### config.mk
export PLATFORM = sky130hd
export DESIGN_NAME = ransac_round_count
export DESIGN_NICKNAME = d
export VERILOG_FILES = /design/src/rtl/rrc_pkg.sv /design/src/rtl/ransac_round_count.sv
export VERILOG_INCLUDE_DIRS = /design/src /design/src/rtl
export SDC_FILE = /design/constraint.sdc
export NUM_CORES = 2
export LEC_CHECK = 0
export ABC_AREA = 1
export ABC_CLOCK_PERIOD_IN_PS = 10200
export BUFFER_PORTS_ARGS = -buffer_cell sky130_fd_sc_hd__buf_2
export CORE_ASPECT_RATIO = 0.75
export CORE_MARGIN = 1
export CORE_UTILIZATION = 65
export CTS_CLUSTER_SIZE = 25
export DETAILED_ROUTE_END_ITERATION = 12
export PLACE_DENSITY = 0.82
export RECOVER_POWER = 25
export SYNTH_ARGS = -nofsm -noshare
export SYNTH_HDL_FRONTEND = slang
export SYNTH_SLANG_ARGS = --single-unit
export TNS_END_PERCENT = 50
### constraint.sdc
create_clock -name clk -period 10.2 [get_ports clk]
set_input_delay 0.51 -clock clk [delete_from_list [all_inputs] [get_ports clk]]
set_output_delay 0.51 -clock clk [all_outputs]
set_load 0.03 [all_outputs]
### src/rtl/ransac_round_count_macros.svh
// Assertion helpers for the round count block.
// Each macro expects clk and rst_n in scope.
`ifndef RANSAC_ROUND_COUNT_MACROS_SVH
`define RANSAC_ROUND_COUNT_MACROS_SVH

// Same-cycle implication, checked out of reset
`define RRC_ASSERT_NOW(lbl, ante, cons, msg) \
  lbl: assert property (@(posedge clk) disable iff (!rst_n) (ante) |-> (cons)) else $error(msg);

// Next-cycle implication, checked out of reset
`define RRC_ASSERT_NEXT(lbl, ante, cons, msg) \
  lbl: assert property (@(posedge clk) disable iff (!rst_n) (ante) |=> (cons)) else $error(msg);

`endif

### src/rtl/rrc_pkg.sv
// ---------------------------------------------------------------------------
// rrc_pkg
// Shared constants for the adaptive RANSAC round count block.
// ---------------------------------------------------------------------------
`timescale 1ns / 1ps
package rrc_pkg;

  typedef logic [1:0] status_t;

  // Result status codes
  localparam status_t ST_OK        = 2'd0;
  localparam status_t ST_SATURATED = 2'd1;
  localparam status_t ST_INVALID   = 2'd2;

  // Configuration register indexes
  localparam logic [1:0] CFG_CONFIDENCE  = 2'd0;
  localparam logic [1:0] CFG_SAMPLE_SIZE = 2'd1;

  // Fixed-point constants
  localparam logic [32:0] ONE_Q32    = 33'h1_0000_0000;
  localparam logic [30:0] ROUND_MAX  = 31'h7FFF_FFFF;
  localparam logic [37:0] LOG_SPAN   = 38'h20_0000_0000;  // 32.0 in Q6.32
  localparam logic [32:0] CONF_RESET = 33'd4252017623;
  localparam logic [3:0]  SS_RESET   = 4'd8;

endpackage

### src/rtl/ransac_round_count.sv
// ---------------------------------------------------------------------------
// ransac_round_count
// Adaptive RANSAC iteration count from inlier and point counts.
// ---------------------------------------------------------------------------
// Usage: one beat on the in_ channel (inlier and point count) yields one
// beat on the out_ channel (round count and status). The cfg_ channel
// writes confidence (index 0) and sample size (index 1); it is always ready;
// the user writes it only while the block is idle, which the block does not enforce.
// Flow: the block works on one item at a time and drops in_ready while
// busy. A shared restoring divider (one quotient bit a cycle, 33+COUNT_BITS
// or 38 bits, whichever is more) and one 33x32 multiplier do all the work.
// Each of the s sample factors is a multiply then a divide; each of the two
// logs normalizes its operand, then squares and evaluates once per fraction
// bit; a final divide gives the round count. Invalid or saturated-confidence
// items go straight to the finish state.
// Reset: rst_n (synchronous, active low) returns to idle, drops out_valid
// and loads confidence 4252017623 and sample size 8.
// Stall: the result sits in an output register; a new item is accepted
// while it waits, and the next result holds until out_ready takes the first.
// ---------------------------------------------------------------------------
`timescale 1ns / 1ps
`include "ransac_round_count_macros.svh"
module ransac_round_count
  import rrc_pkg::*;
#(
  parameter int MAX_SAMPLE = 8,
  parameter int COUNT_BITS = 20
) (
  input  logic        clk,
  input  logic        rst_n,
  input  logic        in_valid,
  output logic        in_ready,
  input  logic [19:0] in_inlier_count,
  input  logic [19:0] in_point_count,
  output logic        out_valid,
  input  logic        out_ready,
  output logic [30:0] out_round_count,
  output logic [1:0]  out_status,
  input  logic        cfg_valid,
  output logic        cfg_ready,
  input  logic [1:0]  cfg_index,
  input  logic [32:0] cfg_data
);

  localparam int CB = COUNT_BITS;
  localparam int DW = (33 + CB > 38) ? 33 + CB : 38;

  localparam logic [3:0] S_IDLE  = 4'd0;
  localparam logic [3:0] S_PMUL  = 4'd1;
  localparam logic [3:0] S_PLOAD = 4'd2;
  localparam logic [3:0] S_DIV   = 4'd3;
  localparam logic [3:0] S_CHK   = 4'd4;
  localparam logic [3:0] S_LNORM = 4'd5;
  localparam logic [3:0] S_LSQ   = 4'd6;
  localparam logic [3:0] S_LEV   = 4'd7;
  localparam logic [3:0] S_LDONE = 4'd8;
  localparam logic [3:0] S_FIN   = 4'd9;

  logic [3:0]    state_r, state_nxt;
  logic [32:0]   conf_r;
  logic [3:0]    ss_r;
  logic [CB-1:0] n_r, p_r;
  logic [4:0]    s_r, i_r;
  logic [32:0]   q_r;
  logic [64:0]   prod_r;
  logic [DW-1:0] dvd_r;
  logic [36:0]   dvs_r, rem_r;
  logic          div_final_r;
  logic [5:0]    cnt_r;
  logic [32:0]   x_r;
  logic [5:0]    e_r;
  logic [31:0]   m_r, frac_r;
  logic          log_b_r;
  logic [37:0]   dc_r;
  logic [30:0]   res_round_r;
  status_t       res_status_r;
  logic          out_valid_r;
  logic [30:0]   out_round_r;
  status_t       out_status_r;

  // Input decode
  logic [31:0]   inl_ext, pts_ext;
  logic [CB-1:0] in_n, in_p;
  logic [4:0]    s_in;
  assign inl_ext = 32'(in_inlier_count);
  assign pts_ext = 32'(in_point_count);
  assign in_n    = inl_ext[CB-1:0];
  assign in_p    = pts_ext[CB-1:0];
  assign s_in    = ({1'b0, ss_r} > 5'(MAX_SAMPLE)) ? 5'(MAX_SAMPLE) : {1'b0, ss_r};

  // Sample factor operands
  logic [CB-1:0] i_ext, num, den;
  assign i_ext = CB'(i_r);
  assign num   = (n_r > i_ext) ? n_r - i_ext : '0;
  assign den   = p_r - i_ext;

  // Shared multiplier
  logic [32:0] mul_a;
  logic [31:0] mul_b;
  logic [64:0] mul_p;
  always_comb begin
    if (state_r == S_PMUL) begin
      mul_a = q_r;
      mul_b = 32'(num);
    end else begin
      mul_a = {1'b0, m_r};
      mul_b = m_r;
    end
  end
  assign mul_p = {32'd0, mul_a} * {33'd0, mul_b};

  // Restoring divider step
  logic [37:0]   rem_sh;
  logic          div_ge;
  logic [36:0]   rem_step;
  logic [DW-1:0] dvd_step;
  assign rem_sh   = {rem_r, dvd_r[DW-1]};
  assign div_ge   = rem_sh >= {1'b0, dvs_r};
  assign rem_step = div_ge ? 37'(rem_sh - {1'b0, dvs_r}) : rem_sh[36:0];
  assign dvd_step = {dvd_r[DW-2:0], div_ge};

  // Log squaring evaluation and log distance from 32.0
  logic [32:0] sq;
  logic [37:0] log_d;
  assign sq    = prod_r[63:31];
  assign log_d = LOG_SPAN - {e_r, frac_r};

  logic [31:0] qt_hi;
  assign qt_hi = 32'(dvd_step >> 31);

  assign in_ready  = (state_r == S_IDLE);
  assign cfg_ready = 1'b1;

  always_comb begin
    state_nxt = state_r;
    unique case (state_r)
      S_IDLE: begin
        if (in_valid) begin
          if (in_n > in_p || in_p < CB'(s_in)) state_nxt = S_FIN;
          else if (conf_r[32])                 state_nxt = S_FIN;
          else if (s_in == 5'd0)               state_nxt = S_CHK;
          else                                 state_nxt = S_PMUL;
        end
      end
      S_PMUL:  state_nxt = S_PLOAD;
      S_PLOAD: state_nxt = S_DIV;
      S_DIV: begin
        if (cnt_r == 6'd0) begin
          if (div_final_r)            state_nxt = S_FIN;
          else if (i_r + 5'd1 == s_r) state_nxt = S_CHK;
          else                        state_nxt = S_PMUL;
        end
      end
      S_CHK: begin
        if (q_r == 33'd0 || q_r[32]) state_nxt = S_FIN;
        else                         state_nxt = S_LNORM;
      end
      S_LNORM: if (x_r[32]) state_nxt = S_LSQ;
      S_LSQ:   state_nxt = S_LEV;
      S_LEV:   state_nxt = (cnt_r == 6'd0) ? S_LDONE : S_LSQ;
      S_LDONE: state_nxt = log_b_r ? S_DIV : S_LNORM;
      S_FIN:   if (!out_valid_r || out_ready) state_nxt = S_IDLE;
      default: state_nxt = S_IDLE;
    endcase
  end

  // Control registers
  always_ff @(posedge clk) begin
    if (!rst_n) begin
      state_r     <= S_IDLE;
      conf_r      <= CONF_RESET;
      ss_r        <= SS_RESET;
      out_valid_r <= 1'b0;
    end else begin
      state_r <= state_nxt;
      if (cfg_valid && cfg_ready) begin
        if (cfg_index == CFG_CONFIDENCE)  conf_r <= cfg_data;
        if (cfg_index == CFG_SAMPLE_SIZE) ss_r   <= cfg_data[3:0];
      end
      if (state_r == S_FIN && (!out_valid_r || out_ready)) out_valid_r <= 1'b1;
      else if (out_ready)                                   out_valid_r <= 1'b0;
    end
  end

  // Datapath registers
  always_ff @(posedge clk) begin
    unique case (state_r)
      S_IDLE: begin
        n_r   <= in_n;
        p_r   <= in_p;
        s_r   <= s_in;
        i_r   <= 5'd0;
        q_r   <= ONE_Q32;
        div_final_r <= 1'b0;
        if (in_n > in_p || in_p < CB'(s_in)) begin
          res_round_r  <= '0;
          res_status_r <= ST_INVALID;
        end else begin
          res_round_r  <= ROUND_MAX;
          res_status_r <= ST_SATURATED;
        end
      end
      S_PMUL: prod_r <= mul_p;
      S_PLOAD: begin
        dvd_r <= prod_r[DW-1:0];
        dvs_r <= 37'(den);
        rem_r <= '0;
        cnt_r <= 6'(DW - 1);
      end
      S_DIV: begin
        dvd_r <= dvd_step;
        rem_r <= rem_step;
        cnt_r <= cnt_r - 6'd1;
        if (cnt_r == 6'd0) begin
          if (div_final_r) begin
            if (qt_hi != 32'd0) begin
              res_round_r  <= ROUND_MAX;
              res_status_r <= ST_SATURATED;
            end else begin
              res_round_r  <= dvd_step[30:0];
              res_status_r <= ST_OK;
            end
          end else begin
            q_r <= dvd_step[32:0];
            i_r <= i_r + 5'd1;
          end
        end
      end
      S_CHK: begin
        if (q_r[32]) begin
          res_round_r  <= '0;
          res_status_r <= ST_OK;
        end
        x_r     <= ONE_Q32 - conf_r;
        e_r     <= 6'd32;
        log_b_r <= 1'b0;
      end
      S_LNORM: begin
        if (x_r[32]) begin
          m_r    <= x_r[32:1];
          frac_r <= '0;
          cnt_r  <= 6'd31;
        end else begin
          x_r <= {x_r[31:0], 1'b0};
          e_r <= e_r - 6'd1;
        end
      end
      S_LSQ: prod_r <= mul_p;
      S_LEV: begin
        frac_r <= {frac_r[30:0], sq[32]};
        m_r    <= sq[32] ? sq[32:1] : sq[31:0];
        cnt_r  <= cnt_r - 6'd1;
      end
      S_LDONE: begin
        if (!log_b_r) begin
          dc_r    <= log_d;
          x_r     <= ONE_Q32 - q_r;
          e_r     <= 6'd32;
          log_b_r <= 1'b1;
        end else begin
          dvd_r       <= DW'(dc_r);
          dvs_r       <= (log_d[36:0] == 37'd0) ? 37'd1 : log_d[36:0];
          rem_r       <= '0;
          cnt_r       <= 6'(DW - 1);
          div_final_r <= 1'b1;
        end
      end
      S_FIN: begin
        if (!out_valid_r || out_ready) begin
          out_round_r  <= res_round_r;
          out_status_r <= res_status_r;
        end
      end
      default: ;
    endcase
  end

  assign out_valid       = out_valid_r;
  assign out_round_count = out_round_r;
  assign out_status      = out_status_r;

  `RRC_ASSERT_NOW(a_invalid_zero, out_valid_r && out_status_r == ST_INVALID, out_round_r == 31'd0, "invalid result carries a nonzero count")
  `RRC_ASSERT_NOW(a_sat_max, out_valid_r && out_status_r == ST_SATURATED, out_round_r == ROUND_MAX, "saturated result below maximum")
  `RRC_ASSERT_NEXT(a_busy_after_accept, in_valid && in_ready, !in_ready, "second beat taken while busy")
  `RRC_ASSERT_NOW(a_norm_bounded, state_r == S_LNORM, x_r != 33'd0, "log operand is zero")

endmodule

# == After elaboration in Yosys (flattened, before gate mapping) ==
# Index checks and enable logic that the tools add are counted.
# totals
in_bits,80
regBits,531
elab_cells,163
out_inout_bits,36
# classes
eq_ne,21
reduce_logical,38
muxes,62
n_mul,1
bitwise,1
n_addsub,9
order_cmp,5
# ops
cell,count
2-to-1 mux 33 bit,5
case mux 53 bit (3 select lines),1
2-to-1 mux 31 bit,5
2-to-1 mux 37 bit,4
2-to-1 mux 32 bit,4
case mux 32 bit (2 select lines),2
case mux 37 bit (3 select lines),1
case mux 33 bit (3 select lines),1
case mux 31 bit (3 select lines),1
case mux 37 bit (2 select lines),1
case mux 33 bit (2 select lines),1
subtractor 33 bit (first input constant),2
multiplier 33 x 32 -> 64 bit,1
2-to-1 mux 53 bit,1
2-to-1 mux 4 bit,10
case mux 4 bit (10 select lines),1
subtractor 20 x 5 -> 20 bit,2
>= comparator 38 x 37 -> 1 bit,1
subtractor 38 bit (first input constant),1
zero test 37 bit,1
subtractor 37 bit,1
zero test 33 bit,1
nonzero test 32 bit,1
2-to-1 mux 6 bit,4
other kinds (39),84

# == Depth between registers and ports, before layout ==
# depth
depth_word,8
mapped_depth,46
mapped_depth_nobuf,45

# == Worst setup path before layout ==
# Ideal clock, no wire load.
# synth_path
path_type,register to register
from,register state_r[3]
to,"register res_round_r[0], enable pin"
n_path_buf,0
synth_period_minus_slack_ns,9.124
arrival_ns,8.523
setup_time_ns,0.602
slack_ns,1.076
stages_incl_launch_ff,6
t_required_ns,9.598
path_cell_list,dfxtp_1 > nor2_1 > inv_1 > nor2_1 > inv_1 > a2111oi_0
# synth_between
elab_chain_cells,3
elab_cells_between_ends,8
cone_classes,5 x eq/ne; 3 x reduce/logical
# synth_lines
item,line_no,text
from (decl),ransac_round_count.sv:59,"logic [3:0] state_r, state_nxt;"
from (signal assigned),ransac_round_count.sv:175,state_r <= state_nxt;
zero test 4 bit,n/a,
net in_ready,ransac_round_count.sv:32,"output logic in_ready,"
nonzero test 3 bit (no line),n/a,
AND reduction 4 bit (no line),n/a,
to (signal assigned),ransac_round_count.sv:220,res_round_r <= dvd_step[30:0];
to (decl),ransac_round_count.sv:75,logic [30:0] res_round_r;
# The timed path passes the listed nets, and every way through them passes these cells.
# A chain may end at the register's enable or synchronous reset.

# == Final worst setup path ==
# layout_path
from,register i_r[0]
to,"register prod_r[60], data pin"
# layout_between
elab_chain_cells,4
elab_cells_between_ends,5
cone_classes,1 x add/sub; 1 x mul; 1 x order compare; 2 x mux
# layout_lines
item,line_no,text
from (decl),ransac_round_count.sv:63,"logic [4:0] s_r, i_r;"
from (signal assigned),ransac_round_count.sv:225,i_r <= i_r + 5'd1;
subtractor 20 x 5 -> 20 bit or > comparator 20 x 5 -> 1 bit (tied branches),ransac_round_count.sv:94,assign num = (n_r > i_ext) ? n_r - i_ext : '0;
2-to-1 mux 20 bit (*),ransac_round_count.sv:94,
2-to-1 mux 32 bit (*),ransac_round_count.sv:102,if (state_r == S_PMUL) begin
multiplier 33 x 32 -> 64 bit (*),ransac_round_count.sv:110,"assign mul_p = {32'd0, mul_a} * {33'd0, mul_b};"
net mul_p[60],ransac_round_count.sv:100,logic [64:0] mul_p;
to (signal assigned),ransac_round_count.sv:203,S_PMUL: prod_r <= mul_p;
to (signal assigned),ransac_round_count.sv:248,S_LSQ: prod_r <= mul_p;
to (decl),ransac_round_count.sv:65,logic [64:0] prod_r;
# Mark *: on every way through the listed nets, which the timed path passes. The rest lies on a longest branch.

==> impl_metrics.ini <==
[die]
die_area_mm2 = 0.0946
die_w_um = 355
row_count = 96
die_h_um = 267
start_util = 0.660
io-pin-count = 116
design.core.area_mm2 = 0.0920

[timing]
max_slew_margin = -1.17
tightest_slew_ns = 3.25
setup_viol = 0
rsz0062_at_grt = false
report.final.slew_viol_count = 228
hold_viol_final = 0
post-route-min-period_ns = 9.96
fin_tns_setup_ns = 0
finalClockSkew_ns = 0.0220
finalCritPeriodShare = 0.976
fmax_mhz = 100

[global_route]
grt_max_degree = 75
grt_first_pass_wirelength_um = 298000
grt_overflow = 0
antenna_found_initial = 4
grt_usage = 0.428
grt_pass1_vias = 49400

[final_layout]
fin_nets = 8334
syn_to_final_growth_pct = 5.75
multi_input_area_mm2 = 0.0385
regArea_mm2 = 0.0155
n_fill_cell = 7289
drive_above_1_share = 0.0485

[synthesis]
synthCells = 6922
yosys.cell_count.top_type = inv_1
ys_warn_count = 0
yosys_register_bits = 530
synth_edf_count = 488
syn-cell-area_mm2 = 0.0607
synth_flop_cell = edfxtp_1
async_flop_share = 0
synth_area_per_cell_um2 = 8.77
yosysTopAreaCellShare = 0.306
synth_common_cells = inv_1, nand2_1, fa_1
synth_area_leaders = fa_1, edfxtp_1, inv_1
ys_types = 63
ys_seq_area_frac = 0.255
yosysTopAreaCell = fa_1

[routing]
drtIter0Drc = 6708
drc = 0
wl_um = 199000
dr_total_vias = 49600
drtAntennaViolNets = 0
viasPerCell = 6.01
dr.pass1.iters = 7
wl_per_cell_um = 24.1

[worst_setup_path]
path_common_cell = fa_1
worst_ep_required_time_ns = 10.54
worstPathArrival_ns = 10.30
crit_slowest_cell = o21ai_0
end_kind = flop
ff2ff_setup_slack_ns = 0.24
cp_max_fo = 22
rr_worst_depth = 40
critPathBufInv = 11
cpPeakStageDelay_ns = 0.65
rr_startpoint = i_r[0]$_SDFFCE_PN0P_
crit_family = adder cells
reg2reg_to = prod_r[60]$_DFFE_PP_
crit_type = reg2reg
critPathLaunchType = flop

[clocking]
cts_buffers = 46
cts_tree = yes
clock-sinks = 530
htree_num_levels = 2
clock-root-buffer = clkbuf_16
post_cts.repair.setup_buffers = 0
hold_buffers = 0
clk_pin_slew_ns = 0.07
clock_latency_ns = 0.59
postCtsResizedCells = 0
cts_buffer_depth = 3

[outcome]
violations = max-capacitance violations, max-slew violations
status = finished, violations left

[placed_design]
io_buffers = 114
place_congestion = 1.07
dp_hpwl_um = 162000

[run]
cap_violations = 5

[min_path]
holdPathEnd = conf_r[24]$_SDFFE_PN1P_
min_path_cells = 3
worstHoldStart = cfg_data[24]
hold_class = in2reg
[cell type report]
type                            count  area share
Antenna cell                        2   0.0000780
Clock buffer                       60      0.0201
Clock inverter                     20     0.00285
Inverter                         1529      0.0895
Multi-Input combinational cell   4644       0.600
Sequential cell                   530       0.241
Tap cell                         1225      0.0239
Timing Repair Buffer              241      0.0218
[per-layer routing]
layer	share of wire	vias up	routed length [um]	GRT usage
met4	0.053	0	10500	0.176
met2	0.40	3525	80400	0.597
li1	-	21400	-	-
met3	0.16	620	32000	0.151
met1	0.38	24000	76100	0.608
met5	0	-	0	0
[placed cells by master, fill, tap and decap left out, types with 23 or more instances in the layout]
master     instances
clkbuf_1          94
nand2_1         1207
ha_1             334
nand4_1           35
xor2_1            79
clkbuf_16         50
dfxtp_1           42
xnor2_1           55
buf_4            120
nor2_1           900
fa_1             928
nand3_1          257
a21oi_1          200
o221ai_1          35
inv_1           1499
a221o_1           31
edfxtp_1         488
buf_2             37
o21ai_1           50
nor3_1            44
o21ai_0          227
a31oi_1           23
[cell families (layout without fill, tap and decap cells)]
logic type | Yosys count | count (layout) | synth area share
compound gates | 682 | 682 | 0.0673
xor+xnor | 134 | 134 | 0.0193
fa+ha+maj | 1262 | 1262 | 0.375
buf+inv | 1758 | 1850 | 0.112
flops | 530 | 530 | 0.255
mux | 2 | 2 | 0.000330
other cells | 2 | 14 | 0.000124
simple gates | 2552 | 2552 | 0.171
[flip-flops by register name (all words and copies together) (netlist names), 5 cells and up]
name	flops
dvs_r	37
res_round_r	31
q_r	33
p_r	20
out_round_count	31
prod_r	64
e_r	6
x_r	33
m_r	32
dc_r	38
conf_r	33
frac_r	32
dvd_r	53
n_r	20
cnt_r	6
rem_r	37
i_r	5
[worst min-delay path, stage by stage]
cell      delay [ns]
buf_2           0.07
nand2_1         0.04
o211ai_1        0.07
[worst max path at each step]
stage	from	to	slack, ns	cells after the start
final	i_r[0]$_SDFFCE_PN0P_	prod_r[60]$_DFFE_PP_	0.24	40
after global routing	i_r[0]$_SDFFCE_PN0P_	prod_r[54]$_DFFE_PP_	0.02	40
after CTS	i_r[0]$_SDFFCE_PN0P_	prod_r[49]$_DFFE_PP_	0.47	38
after detailed placement	i_r[0]$_SDFFCE_PN0P_	prod_r[49]$_DFFE_PP_	0.51	38
after global placement	i_r[0]$_SDFFCE_PN0P_	prod_r[49]$_DFFE_PP_	0.64	38
after floorplan	state_r[3]$_SDFFE_PN0P_	res_round_r[0]$_DFFE_PP_	1.08	5
[stage by stage]
step | utilization | hold WS (ns) | instances | area (um2) | setup slack (ns)
finish | 0.698 | 0.140 | 8251 | 64200 | 0.242
global route | 0.697 | 0.147 | 8249 | 64200 | 0.0200
global placement | 0.683 | 0.402 | 8169 | 62800 | 0.642
detailed placement | 0.683 | 0.406 | 8169 | 62800 | 0.512
floorplan | - | 0.400 | 6932 | 60700 | 1.08
CTS | 0.699 | 0.115 | 8249 | 64300 | 0.470
Power is left out: the tool's default activity adds up to more than one toggle a clock period on the data nets, which glitch-free logic cannot reach.
